### config.mk
export PLATFORM = sky130hd
export DESIGN_NAME = bounded_list_engine
export DESIGN_NICKNAME = d
export VERILOG_FILES = /design/src/ble_pkg.sv /design/src/bounded_list_engine.sv /design/src/ble_ram.sv /design/src/ble_ctrl.sv
export VERILOG_INCLUDE_DIRS = /design/src /design/src/src
export SDC_FILE = /design/constraint.sdc
export NUM_CORES = 1
export LEC_CHECK = 0
export BUFFER_PORTS_ARGS = -buffer_cell sky130_fd_sc_hd__buf_2
export CAP_MARGIN = 40
export CORE_MARGIN = 3
export CORE_UTILIZATION = 56
export CTS_CLUSTER_DIAMETER = 80
export CTS_CLUSTER_SIZE = 28
export DETAILED_ROUTE_END_ITERATION = 8
export GPL_ROUTABILITY_DRIVEN = 0
export PLACE_DENSITY = 0.82
export SLEW_MARGIN = 25
export SYNTH_ARGS = -nofsm -noshare
export SYNTH_HDL_FRONTEND = slang
export SYNTH_HIERARCHICAL = 1
export SYNTH_SLANG_ARGS = --single-unit
export TNS_END_PERCENT = 20
### constraint.sdc
create_clock -name clk -period 6.1 [get_ports clk]
set_clock_uncertainty 0.2 [all_clocks]
set_input_delay 0.61 -clock clk [delete_from_list [all_inputs] [get_ports clk]]
set_output_delay 0.61 -clock clk [all_outputs]
set_load 0.03 [all_outputs]
### src/bounded_list_engine_defines.svh
// ----------------------------------------------------------------------------
// bounded_list_engine_defines.svh
// Assertion macros shared by the list engine modules.
// ----------------------------------------------------------------------------
`ifndef BOUNDED_LIST_ENGINE_DEFINES_SVH
`define BOUNDED_LIST_ENGINE_DEFINES_SVH

// property holds at every clock edge out of reset
`define BLE_ASSERT(lbl, prop, msg) \
  lbl: assert property (@(posedge clk) disable iff (!rst_n) (prop)) else $error(msg);

// when cond holds, prop holds at the next edge
`define BLE_ASSERT_NEXT(lbl, cond, prop, msg) \
  lbl: assert property (@(posedge clk) disable iff (!rst_n) (cond) |=> (prop)) \
    else $error(msg);

`endif

### src/ble_pkg.sv
// ----------------------------------------------------------------------------
// ble_pkg
// Sizes, request and status codes, and the result record of the list engine.
// ----------------------------------------------------------------------------
package ble_pkg;

  localparam int DEPTH = 16;
  localparam int AW    = $clog2(DEPTH);
  localparam int CW    = $clog2(DEPTH + 1);
  localparam int PW    = (CW > 8) ? CW : 8;   // width for position compares

  localparam int VAL_W = 32;
  localparam int OCC_W = 5;

  // request kinds
  localparam logic [2:0] REQ_ADD_FRONT = 3'd0;
  localparam logic [2:0] REQ_ADD_BACK  = 3'd1;
  localparam logic [2:0] REQ_ADD_POS   = 3'd2;
  localparam logic [2:0] REQ_REM_FRONT = 3'd3;
  localparam logic [2:0] REQ_REM_BACK  = 3'd4;
  localparam logic [2:0] REQ_LIST      = 3'd5;

  // status codes
  localparam logic [1:0] ST_OK     = 2'd0;
  localparam logic [1:0] ST_EMPTY  = 2'd1;
  localparam logic [1:0] ST_FULL   = 2'd2;
  localparam logic [1:0] ST_BADPOS = 2'd3;

  typedef struct packed {
    logic [1:0]              status;
    logic signed [VAL_W-1:0] element;
    logic [OCC_W-1:0]        occupancy;
    logic                    last_item;
  } ble_res_t;

endpackage

### src/bounded_list_engine.sv
// ----------------------------------------------------------------------------
// bounded_list_engine
// Ordered store of up to DEPTH signed 32-bit values with front/back/position
// insert, front/back remove and in-order listing, over stream channels.
// ----------------------------------------------------------------------------
// One request is taken at a time; in_tready is high only while the sequencer
// is idle. The elements live in one RAM with a single write and a single
// registered read port, and every move of an element is a read, then a
// write. Append, remove from back, rejected requests and unknown kinds move
// no entries; insert at position p moves the entries from p upwards one by
// one, remove from front moves every entry behind the first down one slot,
// and a list reads the elements one by one, offering each as a result. After
// the last result the sequencer returns to idle before the next request
// is accepted. A result register sits on the output, so a stalled out_tready
// holds the sequencer only when a new result is ready to enter it. No
// clearing pass is needed after reset: only entries below the element count
// are ever read.
// ----------------------------------------------------------------------------
module bounded_list_engine (
  input  logic        clk,
  input  logic        rst_n,
  input  logic        in_tvalid,
  output logic        in_tready,
  input  logic [39:0] in_tdata,   // [7:0] position, [39:8] value
  input  logic [2:0]  in_tuser,   // [2:0] req_type
  output logic        out_tvalid,
  input  logic        out_tready,
  output logic [39:0] out_tdata,  // [31:0] element, [36:32] occupancy, [39:37] zero
  output logic [1:0]  out_tuser,  // [1:0] status
  output logic        out_tlast   // last_item
);
  import ble_pkg::*;

  logic     res_valid, res_ready;
  ble_res_t res;

  // output holding register
  logic     out_valid_r, out_valid_nxt;
  ble_res_t out_data_r, out_data_nxt;

  ble_ctrl u_ctrl (
    .clk         (clk),
    .rst_n       (rst_n),
    .in_valid    (in_tvalid),
    .in_ready    (in_tready),
    .in_kind     (in_tuser),
    .in_position (in_tdata[7:0]),
    .in_value    (in_tdata[39:8]),
    .res_valid   (res_valid),
    .res_ready   (res_ready),
    .res         (res)
  );

  // a new result may enter when the register is empty or is being drained
  assign res_ready = !out_valid_r || out_tready;

  always_comb begin
    out_valid_nxt = out_valid_r;
    out_data_nxt  = out_data_r;
    if (res_ready) begin
      out_valid_nxt = res_valid;
      out_data_nxt  = res;
    end
  end

  always_ff @(posedge clk) begin
    if (!rst_n) begin
      out_valid_r <= 1'b0;
    end else begin
      out_valid_r <= out_valid_nxt;
    end
    out_data_r <= out_data_nxt;
  end

  assign out_tvalid = out_valid_r;
  assign out_tdata  = {3'b000, out_data_r.occupancy, out_data_r.element};
  assign out_tuser  = out_data_r.status;
  assign out_tlast  = out_data_r.last_item;

endmodule

### src/ble_ram.sv
// ----------------------------------------------------------------------------
// ble_ram
// Generic single-write, single-read RAM; read data registered and held
// while no read is issued.
// ----------------------------------------------------------------------------
module ble_ram #(
  parameter int WIDTH = 32,
  parameter int DEPTH = 16
) (
  input  logic                     clk,
  input  logic                     wr_en,
  input  logic [$clog2(DEPTH)-1:0] wr_addr,
  input  logic [WIDTH-1:0]         wr_data,
  input  logic                     rd_en,
  input  logic [$clog2(DEPTH)-1:0] rd_addr,
  output logic [WIDTH-1:0]         rd_data
);

  logic [WIDTH-1:0] mem [DEPTH];

  always_ff @(posedge clk) begin
    if (wr_en) begin
      mem[wr_addr] <= wr_data;
    end
    if (rd_en) begin
      rd_data <= mem[rd_addr];
    end
  end

endmodule

### src/ble_ctrl.sv
// ----------------------------------------------------------------------------
// ble_ctrl
// Sequencer of the list engine: decodes a request, walks the element RAM
// one entry at a time with a shared index step unit, and issues results.
// ----------------------------------------------------------------------------
`include "bounded_list_engine_defines.svh"

module ble_ctrl (
  input  logic                           clk,
  input  logic                           rst_n,
  input  logic                           in_valid,
  output logic                           in_ready,
  input  logic [2:0]                     in_kind,
  input  logic [7:0]                     in_position,
  input  logic signed [ble_pkg::VAL_W-1:0] in_value,
  output logic                           res_valid,
  input  logic                           res_ready,
  output ble_pkg::ble_res_t              res
);
  import ble_pkg::*;

  localparam logic [3:0] S_IDLE   = 4'd0;
  localparam logic [3:0] S_UP_RD  = 4'd1;
  localparam logic [3:0] S_UP_WR  = 4'd2;
  localparam logic [3:0] S_INS    = 4'd3;
  localparam logic [3:0] S_DN_RD  = 4'd4;
  localparam logic [3:0] S_DN_WR  = 4'd5;
  localparam logic [3:0] S_LS_RD  = 4'd6;
  localparam logic [3:0] S_LS_OUT = 4'd7;
  localparam logic [3:0] S_RES    = 4'd8;

  logic [3:0]       state_r, state_nxt;
  logic [CW-1:0]    count_r, count_nxt;
  logic [AW-1:0]    idx_r, idx_nxt;
  logic [AW-1:0]    tgt_r, tgt_nxt;
  logic [VAL_W-1:0] val_r, val_nxt;
  logic [1:0]       status_r, status_nxt;

  // shared index step unit: decrement while opening a gap, else increment
  logic          step_dec;
  logic [AW-1:0] idx_step;
  logic [AW-1:0] last_idx;
  logic [PW-1:0] tgt_pw;

  logic             wr_en, rd_en;
  logic [AW-1:0]    wr_addr, rd_addr;
  logic [VAL_W-1:0] wr_data, rd_data;

  assign step_dec = (state_r == S_UP_RD) || (state_r == S_UP_WR);
  assign idx_step = step_dec ? (idx_r - AW'(1)) : (idx_r + AW'(1));
  assign last_idx = AW'(count_r - CW'(1));

  ble_ram #(.WIDTH(VAL_W), .DEPTH(DEPTH)) u_ram (
    .clk     (clk),
    .wr_en   (wr_en),
    .wr_addr (wr_addr),
    .wr_data (wr_data),
    .rd_en   (rd_en),
    .rd_addr (rd_addr),
    .rd_data (rd_data)
  );

  always_comb begin
    unique case (in_kind)
      REQ_ADD_FRONT: tgt_pw = '0;
      REQ_ADD_BACK:  tgt_pw = PW'(count_r);
      default:       tgt_pw = PW'(in_position);
    endcase
  end

  always_comb begin
    state_nxt  = state_r;
    count_nxt  = count_r;
    idx_nxt    = idx_r;
    tgt_nxt    = tgt_r;
    val_nxt    = val_r;
    status_nxt = status_r;
    wr_en      = 1'b0;
    wr_addr    = idx_r;
    wr_data    = rd_data;
    rd_en      = 1'b0;
    rd_addr    = idx_r;
    in_ready   = 1'b0;
    res_valid  = 1'b0;
    res.status    = status_r;
    res.element   = '0;
    res.occupancy = OCC_W'(count_r);
    res.last_item = 1'b1;

    unique case (state_r)
      S_IDLE: begin
        in_ready = 1'b1;
        if (in_valid) begin
          state_nxt  = S_RES;
          status_nxt = ST_OK;
          unique case (in_kind) inside
            REQ_ADD_FRONT, REQ_ADD_BACK, REQ_ADD_POS: begin
              if (count_r >= CW'(DEPTH)) begin
                status_nxt = ST_FULL;
              end else if (tgt_pw > PW'(count_r)) begin
                status_nxt = ST_BADPOS;
              end else if (tgt_pw == PW'(count_r)) begin
                // append: no entries move
                wr_en     = 1'b1;
                wr_addr   = AW'(count_r);
                wr_data   = in_value;
                count_nxt = count_r + CW'(1);
              end else begin
                // open a gap: idx is the destination slot, walking down
                idx_nxt   = AW'(count_r);
                tgt_nxt   = AW'(tgt_pw);
                val_nxt   = in_value;
                state_nxt = S_UP_RD;
              end
            end
            REQ_REM_FRONT: begin
              if (count_r == '0) begin
                status_nxt = ST_EMPTY;
              end else if (count_r == CW'(1)) begin
                count_nxt = '0;
              end else begin
                idx_nxt   = '0;
                state_nxt = S_DN_RD;
              end
            end
            REQ_REM_BACK: begin
              if (count_r == '0) begin
                status_nxt = ST_EMPTY;
              end else begin
                count_nxt = count_r - CW'(1);
              end
            end
            REQ_LIST: begin
              if (count_r == '0) begin
                status_nxt = ST_EMPTY;
              end else begin
                idx_nxt   = '0;
                state_nxt = S_LS_RD;
              end
            end
            default: status_nxt = ST_OK;
          endcase
        end
      end
      S_UP_RD: begin
        rd_en     = 1'b1;
        rd_addr   = idx_step;
        state_nxt = S_UP_WR;
      end
      S_UP_WR: begin
        wr_en   = 1'b1;
        wr_addr = idx_r;
        idx_nxt = idx_step;
        state_nxt = (idx_step == tgt_r) ? S_INS : S_UP_RD;
      end
      S_INS: begin
        wr_en      = 1'b1;
        wr_addr    = tgt_r;
        wr_data    = val_r;
        count_nxt  = count_r + CW'(1);
        status_nxt = ST_OK;
        state_nxt  = S_RES;
      end
      S_DN_RD: begin
        rd_en     = 1'b1;
        rd_addr   = idx_step;
        state_nxt = S_DN_WR;
      end
      S_DN_WR: begin
        wr_en   = 1'b1;
        wr_addr = idx_r;
        idx_nxt = idx_step;
        if (idx_step == last_idx) begin
          count_nxt  = count_r - CW'(1);
          status_nxt = ST_OK;
          state_nxt  = S_RES;
        end else begin
          state_nxt = S_DN_RD;
        end
      end
      S_LS_RD: begin
        rd_en     = 1'b1;
        rd_addr   = idx_r;
        state_nxt = S_LS_OUT;
      end
      S_LS_OUT: begin
        res_valid     = 1'b1;
        res.status    = ST_OK;
        res.element   = rd_data;
        res.last_item = (idx_r == last_idx);
        if (res_ready) begin
          idx_nxt   = idx_step;
          state_nxt = (idx_r == last_idx) ? S_IDLE : S_LS_RD;
        end
      end
      S_RES: begin
        res_valid = 1'b1;
        if (res_ready) begin
          state_nxt = S_IDLE;
        end
      end
      default: state_nxt = S_IDLE;
    endcase
  end

  always_ff @(posedge clk) begin
    if (!rst_n) begin
      state_r  <= S_IDLE;
      count_r  <= '0;
    end else begin
      state_r  <= state_nxt;
      count_r  <= count_nxt;
    end
    idx_r    <= idx_nxt;
    tgt_r    <= tgt_nxt;
    val_r    <= val_nxt;
    status_r <= status_nxt;
  end

  `BLE_ASSERT(a_count_bound, count_r <= CW'(DEPTH), "element count above depth")
  `BLE_ASSERT(a_idle_no_result, in_ready |-> !res_valid, "result offered while idle")
  `BLE_ASSERT(a_gap_above_target, (state_r == S_UP_WR) |-> (idx_r > tgt_r), "shift passed target")
  `BLE_ASSERT_NEXT(a_idle_hold, in_ready && !in_valid, $stable(count_r), "count moved while idle")

endmodule

==> summary.txt, run 1 <==
Critical path
  • WP data arrival: 4.75 ns
  • Critical Path Source: u_ctrl/count_r[2]
  • Slowest-stage cell, CP: dfxtp_1
  • Reg2reg start: u_ctrl/count_r[2]
  • CP peak stage delay: 0.69 ns
  • CP startpoint kind: flip-flop
  • Required time of the critical path: 6.18 ns
  • Worst R2R End: u_ctrl/u_ram/mem[10][19]
  • Crit. End Element: flip-flop
  • CP cell instances: inv_1 > o31ai_1 > ha_1 > and3_1 > nand4_1 > nor4_2 > buf_2 > nor2_4 > nand2_1 > nand2_1 > nand2b_1 > nor2_4 > buf_4
  • CP max FO: 17
  • Worst R2R Setup Slack: 1.43 ns
  • FF-to-FF path depth: 13
  • Crit path kind: flip-flop to flip-flop

Yosys
  • Ys Warns: 6
  • #FFs+latches synth: 636
  • Post-synth top area cell: edfxtp_1
  • Post-synth top cells: edfxtp_1, nand2_1, mux4_2
  • Synthesized area per cell: 19.1 um2
  • Post-synthesis cell area: about 0.025 mm2
  • Post-synthesis cell type count: 68
  • Ys async rst share: 0%
  • Post-synth top flop: edfxtp_1
  • Dominant cells by area after synthesis: edfxtp_1, mux4_2, a22oi_1, nand2_1, and2_1
  • Most frequent cell after synthesis: edfxtp_1
  • Seq/Total Area, Yosys: between 70% and 80%
  • EDFF count, synth: 626
  • Yosys top cell area share: about three quarters
  • Gate Count Post-Synth: around 1300

Layout
  • Final Instance Area: 0.0277 mm2
  • Fin nets: 1489
  • Util after Layout: roughly 63%
  • Area growth from synthesis to layout: 10.1%
  • Share of cells above drive strength 1: between 20% and 30%
  • Ant diodes: 0
  • Post-route insts no fill: 2031

Min path
  • Hold EP: u_ctrl/val_r[20]
  • HP Class: primary input to flip-flop
  • Hold path start: in_tdata[28]
  • Hold Path Depth: 1

Floorplan
  • Die Wd: around 220 um
  • # IOs: 92
  • Die Y-Extent: 218 um
  • Initial Util: 56.9%
  • Row cnt: 77
  • Core area: around 0.044 mm2
  • Die area: 0.0476 mm2

CTS
  • Total CTS buffers: 29
  • Post-CTS sizing: 0
  • Clock H-tree levels: 1
  • Reg clk slew, reported paths: 0.09 ns
  • Clk root buf: clkbuf_16
  • CTS tree: done
  • Clk Latency, worst-skew pair: about 0.60 ns
  • CTS Sinks: 636
  • Post-CTS Setup Bufs: 0
  • Deepest clock path buffer count: 3

Drt
  • Vias per inst: 6.53
  • Pre-antenna DRT Iters: 6
  • WL per Instance: 28.1 um
  • Initial DRC count: 1578
  • WL final: 57000 um
  • Vias: 13256
  • Drc violations: 0
  • Antenna-violating nets left: 0

Timing
  • RSZ-0062 raised after global routing: false
  • TNS Setup: 0 ns
  • F_max: roughly 210 MHz
  • Setup violators final: 0
  • Post-route minimum period: 4.67 ns
  • Slew @ Worst Pin: around 0.8 ns
  • Count of pins over their slew limit: 0
  • Final WS setup: 1.43 ns
  • Hold WS: about 0.026 ns
  • Tcrit/Tclk final: 76.5%
  • Final hold violation count: 0
  • Relative slew margins: 45.9%

Global routing
  • Overall global routing resource usage: roughly a quarter
  • Vias in the first global route: between 10000 and 15000
  • GRT overflow: 0
  • First-pass GRT wire length: 85200 um
  • Initial antenna violation count: 0
  • Largest net degree at the start of global routing: 129

Placement
  • Dpl cells: 1965
  • Final HPWL DP: 33000 um
  • Area after DPL: 0.0266 mm2
  • Dpl ws: 1.24 ns
  • IO buf count: 88

Power
  • Static Leakage: 9.06 nW
  • Power Total: 7.65 mW
  • Peak VDD IR: about 0.25 mV
  • PD cells: 276 mW/mm2

Flow run
  • Max-Cap Viols: 0

Outcome
  • Status: finished, final reports clean
==> what timing repair did <==
item	in CTS	in global routing
hold buffers	26	0
hold endpoints to repair	26	0
endpoints found under the setup margin	0	0
==> logic make-up after synthesis <==
family | Yosys count | synth area share [%]
flops | 636 | 75.4
simple gates | 261 | 4.98
compound gates | 170 | 4.95
mux | 133 | 11.6
buf+inv | 90 | 1.67
xor+xnor | 21 | 0.814
fa+ha+maj | 11 | 0.576
other cells | 1 | 0.0149
==> cell type report <==
class                      instances  area (um2)
clock buffer                      29         726
clock inverter                    10         118
fill                            2918       16600
inverter                          13        48.8
multi-input combinational        599        5990
sequential                       636       19000
tap                              592         741
timing repair buffer             152        1120
==> cell usage in the layout, fill, tap and decap left out, types with 5 or more instances in the layout <==
cell           Yosys  layout
a22oi_1          100     100
nand3_1            5       5
mux4_2           128     128
ha_1              10      10
dfxtp_1           10      10
and2_1            35      35
nor2_1            32      18
o31ai_1            5       5
buf_4             13      27
clkbuf_16          0      29
dlygate4sd3_1      0      26
nor2b_1            8       6
xnor2_1           12      11
a21oi_1           14      13
buf_12             0       8
o21ai_0           12      11
nor2_4             0      13
nand2b_1          10      10
nand2_1          138     138
edfxtp_1         626     626
xor2_1             7       7
inv_1             12      12
buf_2             16      89
==> report_power, final <==
| group | internal [mW] | switching, mW |
|---|---|---|
| registers | 4.80 | 0.0238 |
| logic | 0.267 | 0.372 |
| clock network | 0.895 | 1.29 |
| total | 5.96 | 1.69 |
==> routing by layer <==
layer	global-route usage (%)	routed length, um	vias to the layer above
met5	0	0	-
met4	7.98	1750	0
met3	6.12	6240	118
met2	38.4	27500	875
met1	33.4	21500	6740
li1	-	-	5523
==> how the worst max path moves through the flow <==
| stage | to | slack (ns) | depth (start not counted) |
|---|---|---|---|
| 2_1_floorplan | u_ctrl/u_ram/mem[0][0] | -0.08 | 14 |
| 4_1_cts | u_ctrl/u_ram/mem[10][19] | 1.48 | 13 |
| 6_report | u_ctrl/u_ram/mem[10][19] | 1.43 | 13 |
| 3_3_place_gp | u_ctrl/u_ram/mem[10][18] | 1.23 | 14 |
| 3_5_place_dp | u_ctrl/u_ram/mem[10][13] | 1.24 | 14 |
| 5_1_grt | u_ctrl/u_ram/mem[10][19] | 1.11 | 13 |
==> state kept, by name, summed over array words and instances, names as in the netlist <==
| signal | cells |
|---|---|
| u_ctrl/status_r | 2 |
| out_tdata | 37 |
| out_tuser | 2 |
| u_ctrl/u_ram/mem | 512 |
| u_ctrl/u_ram/rd_data | 32 |
| out_tvalid | 1 |
| u_ctrl/idx_r | 4 |
| u_ctrl/count_r | 5 |
| u_ctrl/state_r | 4 |
| u_ctrl/val_r | 32 |
| out_tlast | 1 |
| u_ctrl/tgt_r | 4 |
==> worst max-delay path, delay by kind of cell, from the launching register on <==
| family | cells | cell delay (ns) |
|---|---|---|
| compound gates | 1 | 0.40 |
| buf+inv | 3 | 0.90 |
| fa+ha+maj | 1 | 0.18 |
| simple gates | 8 | 1.98 |
| flops | 1 | 0.69 |
Note: power is estimated with default switching activity, not from simulation.
==> run 2: changes to the inputs <==
Settings changed: CORE_UTILIZATION 56 to 61, PLACE_DENSITY 0.82 to 0.85.
Clock period 6.1 ns to 4.3 ns, I/O delays scaled along.
==> summary.txt, run 2 (synthesis results as in run 1) <==
CTS
  • Deepest clock path buffer count: 3 (unchanged)
  • CTS Sinks: 636 (unchanged)
  • Total CTS buffers: 29 (unchanged)
  • Clk root buf: clkbuf_16 (unchanged)
  • Clk Latency, worst-skew pair: 0.61 ns (was 0.60 ns)
  • Reg clk slew, reported paths: 0.11 ns (was 0.09 ns)
  • CTS tree: done (unchanged)
  • Clock H-tree levels: 1 (unchanged)

Flow run
  • Max-Cap Viols: 0 (unchanged)

Drt
  • Initial DRC count: 1757 (was 1578)
  • Drc violations: 0 (unchanged)
  • Pre-antenna DRT Iters: 5 (was 6)
  • Vias per inst: 6.75 (was 6.53)
  • WL per Instance: 30.1 um (was 28.1 um)
  • Vias: 13546 (was 13256)
  • Antenna-violating nets left: 0 (unchanged)
  • WL final: 60400 um (was 57000 um)

Layout
  • Largest register FFs: 512 (unchanged)
  • Final Instance Area: 0.0283 mm2 (was 0.0277 mm2)
  • Most frequent cells in the layout: edfxtp_1, nand2_1, mux4_2 (unchanged)
  • Fin nets: 1529 (was 1489)
  • Share of cells above drive strength 1: 25.3% (was 23.5%)
  • Post-route insts no fill: 2006 (was 2031)
  • Commonest non-fill, non-tap cell in the layout: edfxtp_1 (unchanged)
  • Ant diodes: 0 (unchanged)
  • Register area: 0.0190 mm2 (unchanged)
  • Util after Layout: 70.2% (was 62.6%)
  • Top reg by flops: u_ctrl/u_ram/mem (unchanged)
  • Area of the multi-input gates: 0.00607 mm2 (was 0.00599 mm2)
  • Area growth from synthesis to layout: 12.1% (was 10.1%)
  • Layout fillers: 2299 (was 2918)

Critical path
  • Required time of the critical path: 4.41 ns (was 6.18 ns)
  • CP cell instances: nor2_1 > nand2_1 > inv_1 > nand2_1 > nor4_4 > buf_4 > nor2_4 > nand2_1 > nand2_1 > buf_4 > nand2_1 > nor2_4 > buf_12 (was inv_1 > o31ai_1 > ha_1 > and3_1 > nand4_1 > nor4_2 > buf_2 > nor2_4 > nand2_1 > nand2_1 > nand2b_1 > nor2_4 > buf_4)
  • WP data arrival: 4.15 ns (was 4.75 ns)
  • Worst Path Buf+Inv: 4 (was 3)
  • Reg2reg start: u_ctrl/state_r[2] (was u_ctrl/count_r[2])
  • Top cell by count, worst path: nand2_1
  • CP startpoint kind: flip-flop (unchanged)
  • CP max FO: 14 (was 17)
  • Slowest-stage cell, CP: dfxtp_1 (unchanged)
  • CP peak stage delay: 0.68 ns (was 0.69 ns)
  • Critical Path Source: u_ctrl/state_r[2] (was u_ctrl/count_r[2])
  • Crit path kind: flip-flop to flip-flop (unchanged)
  • Crit. End Element: flip-flop (unchanged)
  • CP delay by family, top: simple AND/OR/NAND/NOR gates (unchanged)

Global routing
  • First-pass GRT wire length: 89900 um (was 85200 um)
  • Initial antenna violation count: 0 (unchanged)
  • Overall global routing resource usage: 27.6% (was 24.2%)
  • GRT overflow: 0 (unchanged)
  • Vias in the first global route: 14122 (was 13553)
  • Largest net degree at the start of global routing: 48 (was 129)

Floorplan
  • Die Y-Extent: 209 um (was 218 um)
  • # IOs: 92 (unchanged)
  • Die area: 0.0438 mm2 (was 0.0476 mm2)
  • Row cnt: 73 (was 77)
  • Initial Util: 62.6% (was 56.9%)
  • Core area: 0.0403 mm2 (was 0.0443 mm2)
  • Die Wd: 209 um (was 218 um)

Timing
  • TNS Setup: 0 ns (unchanged)
  • Setup violators final: 0 (unchanged)
  • Tcrit/Tclk final: 94.1% (was 76.5%)
  • Relative slew margins: 45.7% (was 45.9%)
  • Final hold violation count: 0 (unchanged)
  • Post-route minimum period: 4.05 ns (was 4.67 ns)
  • RSZ-0062 raised after global routing: false (unchanged)
  • Count of pins over their slew limit: 0 (unchanged)
  • Slew @ Worst Pin: 0.814 ns (was 0.812 ns)
  • F_max: 247 MHz (was 214 MHz)

Power
  • Peak VDD IR: 0.315 mV (was 0.251 mV)
  • Total internal power: 8.50 mW (was 5.96 mW)
  • Clock Power Share: 28.7% (was 28.6%)
  • PD cells: 388 mW/mm2 (was 276 mW/mm2)
  • Static Leakage: 9.33 nW (was 9.06 nW)
  • Sequential cell fraction of total power: 62.4% (was 63.1%)
  • Switching fraction of total power: 22.4% (was 22.1%)
  • Power Total: 11.0 mW (was 7.65 mW)
  • NetSw: 2.46 mW (was 1.69 mW)
  • Comb power frac: 8.9% (was 8.4%)

Placement
  • IO buf count: 88 (unchanged)
  • Area after DPL: 0.0270 mm2 (was 0.0266 mm2)
  • Dpl cells: 1926 (was 1965)
  • Final HPWL DP: 35200 um (was 33000 um)

Outcome
  • Status: finished, final reports clean (unchanged)

Min path
  • HP Class: primary input to flip-flop (unchanged)
  • Hold path start: in_tdata[0] (was in_tdata[28])
-- run 2: changes by cell type in the layout (fill, tap and decap cells not counted), sizes merged --
cell,change
inv,+3
nor2,+1
clkbuf,+1
dlygate4sd3,+10
buf,+29
clkinvlp,-2
-- run 2: power by group through the flow --
stage	combinational [mW]	clock, mW	sequential (mW)
2_1_floorplan	0.605	0	7.02
3_3_place_gp	0.893	0	6.98
3_5_place_dp	0.929	0	6.98
4_1_cts	0.969	3.18	6.84
5_1_grt	1.03	3.37	6.85
6_report	0.974	3.15	6.84
-- run 2: what timing repair did --
action	in CTS	in global routing
setup endpoints to repair	0	18
buffers inserted	0	2
hold buffers	36	0
resized for setup	0	0
endpoints found under the hold margin	41	0
-- run 2: worst reg2reg max path: stages (launching register included) --
cell	delay, ns
dfxtp_1	0.68
nor2_1	0.17
nand2_1	0.20
inv_1	0.13
nand2_1	0.21
nor4_4	0.07
buf_4	0.17
nor2_4	0.41
nand2_1	0.14
nand2_1	0.22
buf_4	0.22
nand2_1	0.27
nor2_4	0.43
buf_12	0.22
-- run 2: worst paths after layout --
path	endpoint	slack (ns)	cells after the start
max	u_ctrl/u_ram/mem[15][22]	0.25	13
max reg2reg	u_ctrl/u_ram/mem[15][22]	0.25	13
min	u_ctrl/tgt_r[0]	0.10	4
min reg2reg	out_tuser[0]	0.35	1
-- run 2: metrics by stage --
| stage | hold slack [ns] | setup WS [ns] |
|---|---|---|
| floorplan | 0.209 | -0.139 |
| global placement | 0.308 | 0.0818 |
| detailed placement | 0.305 | -0.0752 |
| CTS | 0.0497 | 0.210 |
| global route | 0.0926 | 0.0261 |
| finish | 0.101 | 0.254 |
-- run 2: final cells by class --
cell class	instances	area share, %
Sequential cell	636	67.2
Multi-Input combinational cell	600	21.5
Timing Repair Buffer	191	5.77
Clock buffer	30	2.58
Tap cell	525	2.32
Clock inverter	11	0.430
Inverter	13	0.173
-- run 2: routing by layer --
metal  GRT usage [%]  share of wire, %
met2            46.7                51
met4            10.7               4.0
met1            36.8                35
met5               0                 0
met3            4.45               9.3
==> run 3: changes to the inputs <==
Settings changed: BUFFER_PORTS_ARGS -buffer_cell sky130_fd_sc_hd__buf_2 to unset, CORE_UTILIZATION 61 to 62, DONT_BUFFER_PORTS set to 1, PLACE_DENSITY 0.85 to 0.84, SKIP_CTS_REPAIR_TIMING set to 1.
==> summary.txt, run 3 (synthesis results as in run 1) <==
Outcome
  • Status: finished, final reports clean (unchanged)

Critical path
  • CP startpoint kind: flip-flop (unchanged)
  • CP max FO: 16 (was 14)
  • Reg2reg start: u_ctrl/count_r[1] (was u_ctrl/state_r[2])
  • Crit. End Element: flip-flop (unchanged)
  • Critical Path Source: u_ctrl/count_r[1] (was u_ctrl/state_r[2])
  • Slowest-stage cell, CP: dfxtp_1 (unchanged)
  • Instance count on the critical path: 12 (was 13)
  • Required time of the critical path: 4.41 ns (about the same)
  • CP peak stage delay: 0.52 ns (was 0.68 ns)
  • Worst Path Buf+Inv: 3 (was 4)
  • Crit path kind: flip-flop to flip-flop (unchanged)
  • WP data arrival: 4.17 ns (was 4.15 ns)
  • CP cell instances: inv_1 > o31ai_1 > ha_1 > nand4_1 > nor4_4 > buf_4 > nor2_4 > nand2_1 > nand2_1 > nand3b_1 > nor2_4 > buf_12 (was nor2_1 > nand2_1 > inv_1 > nand2_1 > nor4_4 > buf_4 > nor2_4 > nand2_1 > nand2_1 > buf_4 > nand2_1 > nor2_4 > buf_12)
  • CP delay by family, top: simple AND/OR/NAND/NOR gates (unchanged)
  • FF-to-FF path depth: 12 (was 13)

Layout
  • Most frequent cells in the layout: edfxtp_1, nand2_1, mux4_2 (unchanged)
  • Commonest non-fill, non-tap cell in the layout: edfxtp_1 (unchanged)
  • Ant diodes: 0 (unchanged)
  • Share of cells above drive strength 1: 20.9% (was 25.3%)
  • Largest register FFs: 512 (unchanged)
  • Fin nets: 1449 (was 1529)
  • Area growth from synthesis to layout: 10.7% (was 12.1%)
  • Util after Layout: 69.9% (was 70.2%)
  • Top reg by flops: u_ctrl/u_ram/mem (unchanged)

Floorplan
  • Die area: 0.0431 mm2 (was 0.0438 mm2)
  • Die Wd: 208 um (was 209 um)
  • Core area: 0.0399 mm2 (was 0.0403 mm2)
  • # IOs: 92 (unchanged)
  • Die Y-Extent: 208 um (was 209 um)
  • Row cnt: 73 (unchanged)
  • Initial Util: 63.2% (was 62.6%)

Timing
  • Post-route minimum period: 4.06 ns (was 4.05 ns)
  • F_max: 246 MHz (was 247 MHz)
  • Count of pins over their slew limit: 0 (unchanged)
  • Final hold violation count: 0 (unchanged)
  • Hold WS: 0.000619 ns (was 0.101 ns)
  • Relative slew margins: 45.6% (was 45.7%)
  • Slew @ Worst Pin: 0.807 ns (was 0.814 ns)
  • Setup violators final: 0 (unchanged)
  • RSZ-0062 raised after global routing: false (unchanged)
  • Tcrit/Tclk final: 94.4% (was 94.1%)

CTS
  • Total CTS buffers: 28 (was 29)
  • CTS tree: done (unchanged)
  • Deepest clock path buffer count: 3 (unchanged)
  • CTS Sinks: 636 (unchanged)
  • Clk Latency, worst-skew pair: 0.60 ns (was 0.61 ns)
  • Clock H-tree levels: 1 (unchanged)
  • Reg clk slew, reported paths: 0.10 ns (was 0.11 ns)
  • Clk root buf: clkbuf_16 (unchanged)

Drt
  • Pre-antenna DRT Iters: 6 (was 5)
  • WL per Instance: 31.2 um (was 30.1 um)
  • Initial DRC count: 2122 (was 1757)
  • Vias: 13576 (was 13546)
  • Vias per inst: 7.04 (was 6.75)
  • WL final: 60300 um (was 60400 um)
  • Drc violations: 0 (unchanged)
  • Antenna-violating nets left: 0 (unchanged)

Min path
  • Hold Path Depth: 2 (was 4)
  • Hold path start: in_tvalid (was in_tdata[0])
  • HP Class: primary input to flip-flop (unchanged)

Placement
  • Final HPWL DP: 35300 um (was 35200 um)
  • IO buf count: 0 (was 88)

Power
  • PD cells: 393 mW/mm2 (was 388 mW/mm2)
  • Static Leakage: 8.97 nW (was 9.33 nW)
  • Peak VDD IR: 0.505 mV (was 0.315 mV)
  • Power Total: 11.0 mW (about the same)

Global routing
  • First-pass GRT wire length: 85500 um (was 89900 um)
  • Largest net degree at the start of global routing: 48 (unchanged)
  • Overall global routing resource usage: 26.7% (was 27.6%)
  • GRT overflow: 0 (unchanged)
  • Vias in the first global route: 13054 (was 14122)
  • Initial antenna violation count: 1 (was 0)

Flow run
  • Max-Cap Viols: 0 (unchanged)
[run 3: metrics by stage]
step / setup TNS, ns / worst slack, ns / cells / area, um2
after floorplan: -49.96 / -0.139 / 1325 / 25400
after global placement: 0 / 0.429 / 1842 / 26600
after detailed placement: 0 / 0.232 / 1843 / 26600
after CTS: 0 / 0.149 / 1886 / 27500
after global routing: 0 / 0.119 / 1929 / 27900
final: 0 / 0.239 / 1929 / 27900
[run 3: worst paths after layout]
path / end / slack [ns]
worst max-delay path: u_ctrl/u_ram/mem[6][18] / 0.24
worst min-delay path: u_ctrl/state_r[3] / 0.0006
worst max register to register: u_ctrl/u_ram/mem[6][18] / 0.24
worst min register to register: out_tuser[0] / 0.34
[run 3: layer usage]
| layer | track usage (%) | vias to the layer above | routed length, um |
|---|---|---|---|
| li1 | - | 5443 | - |
| met1 | 39.1 | 6897 | 21900 |
| met2 | 40.7 | 1122 | 29100 |
| met3 | 6.57 | 114 | 7700 |
| met4 | 8.90 | 0 | 1560 |
| met5 | 0 | - | 0 |
[run 3: final cells by class]
type	instances	area, um2
repair buffers	113	1270
flip-flops and latches	636	19000
inverters	13	48.8
fillers	2255	12000
well taps	525	657
multi-input cells	599	6070
clock inverters	9	108
clock buffers	34	754
[run 3: where the power goes]
part / internal, mW / switching [mW] / total [mW]
Combinational: 0.389 / 0.516 / 0.905
Clock: 1.34 / 1.83 / 3.17
Sequential: 6.82 / 0.0785 / 6.89
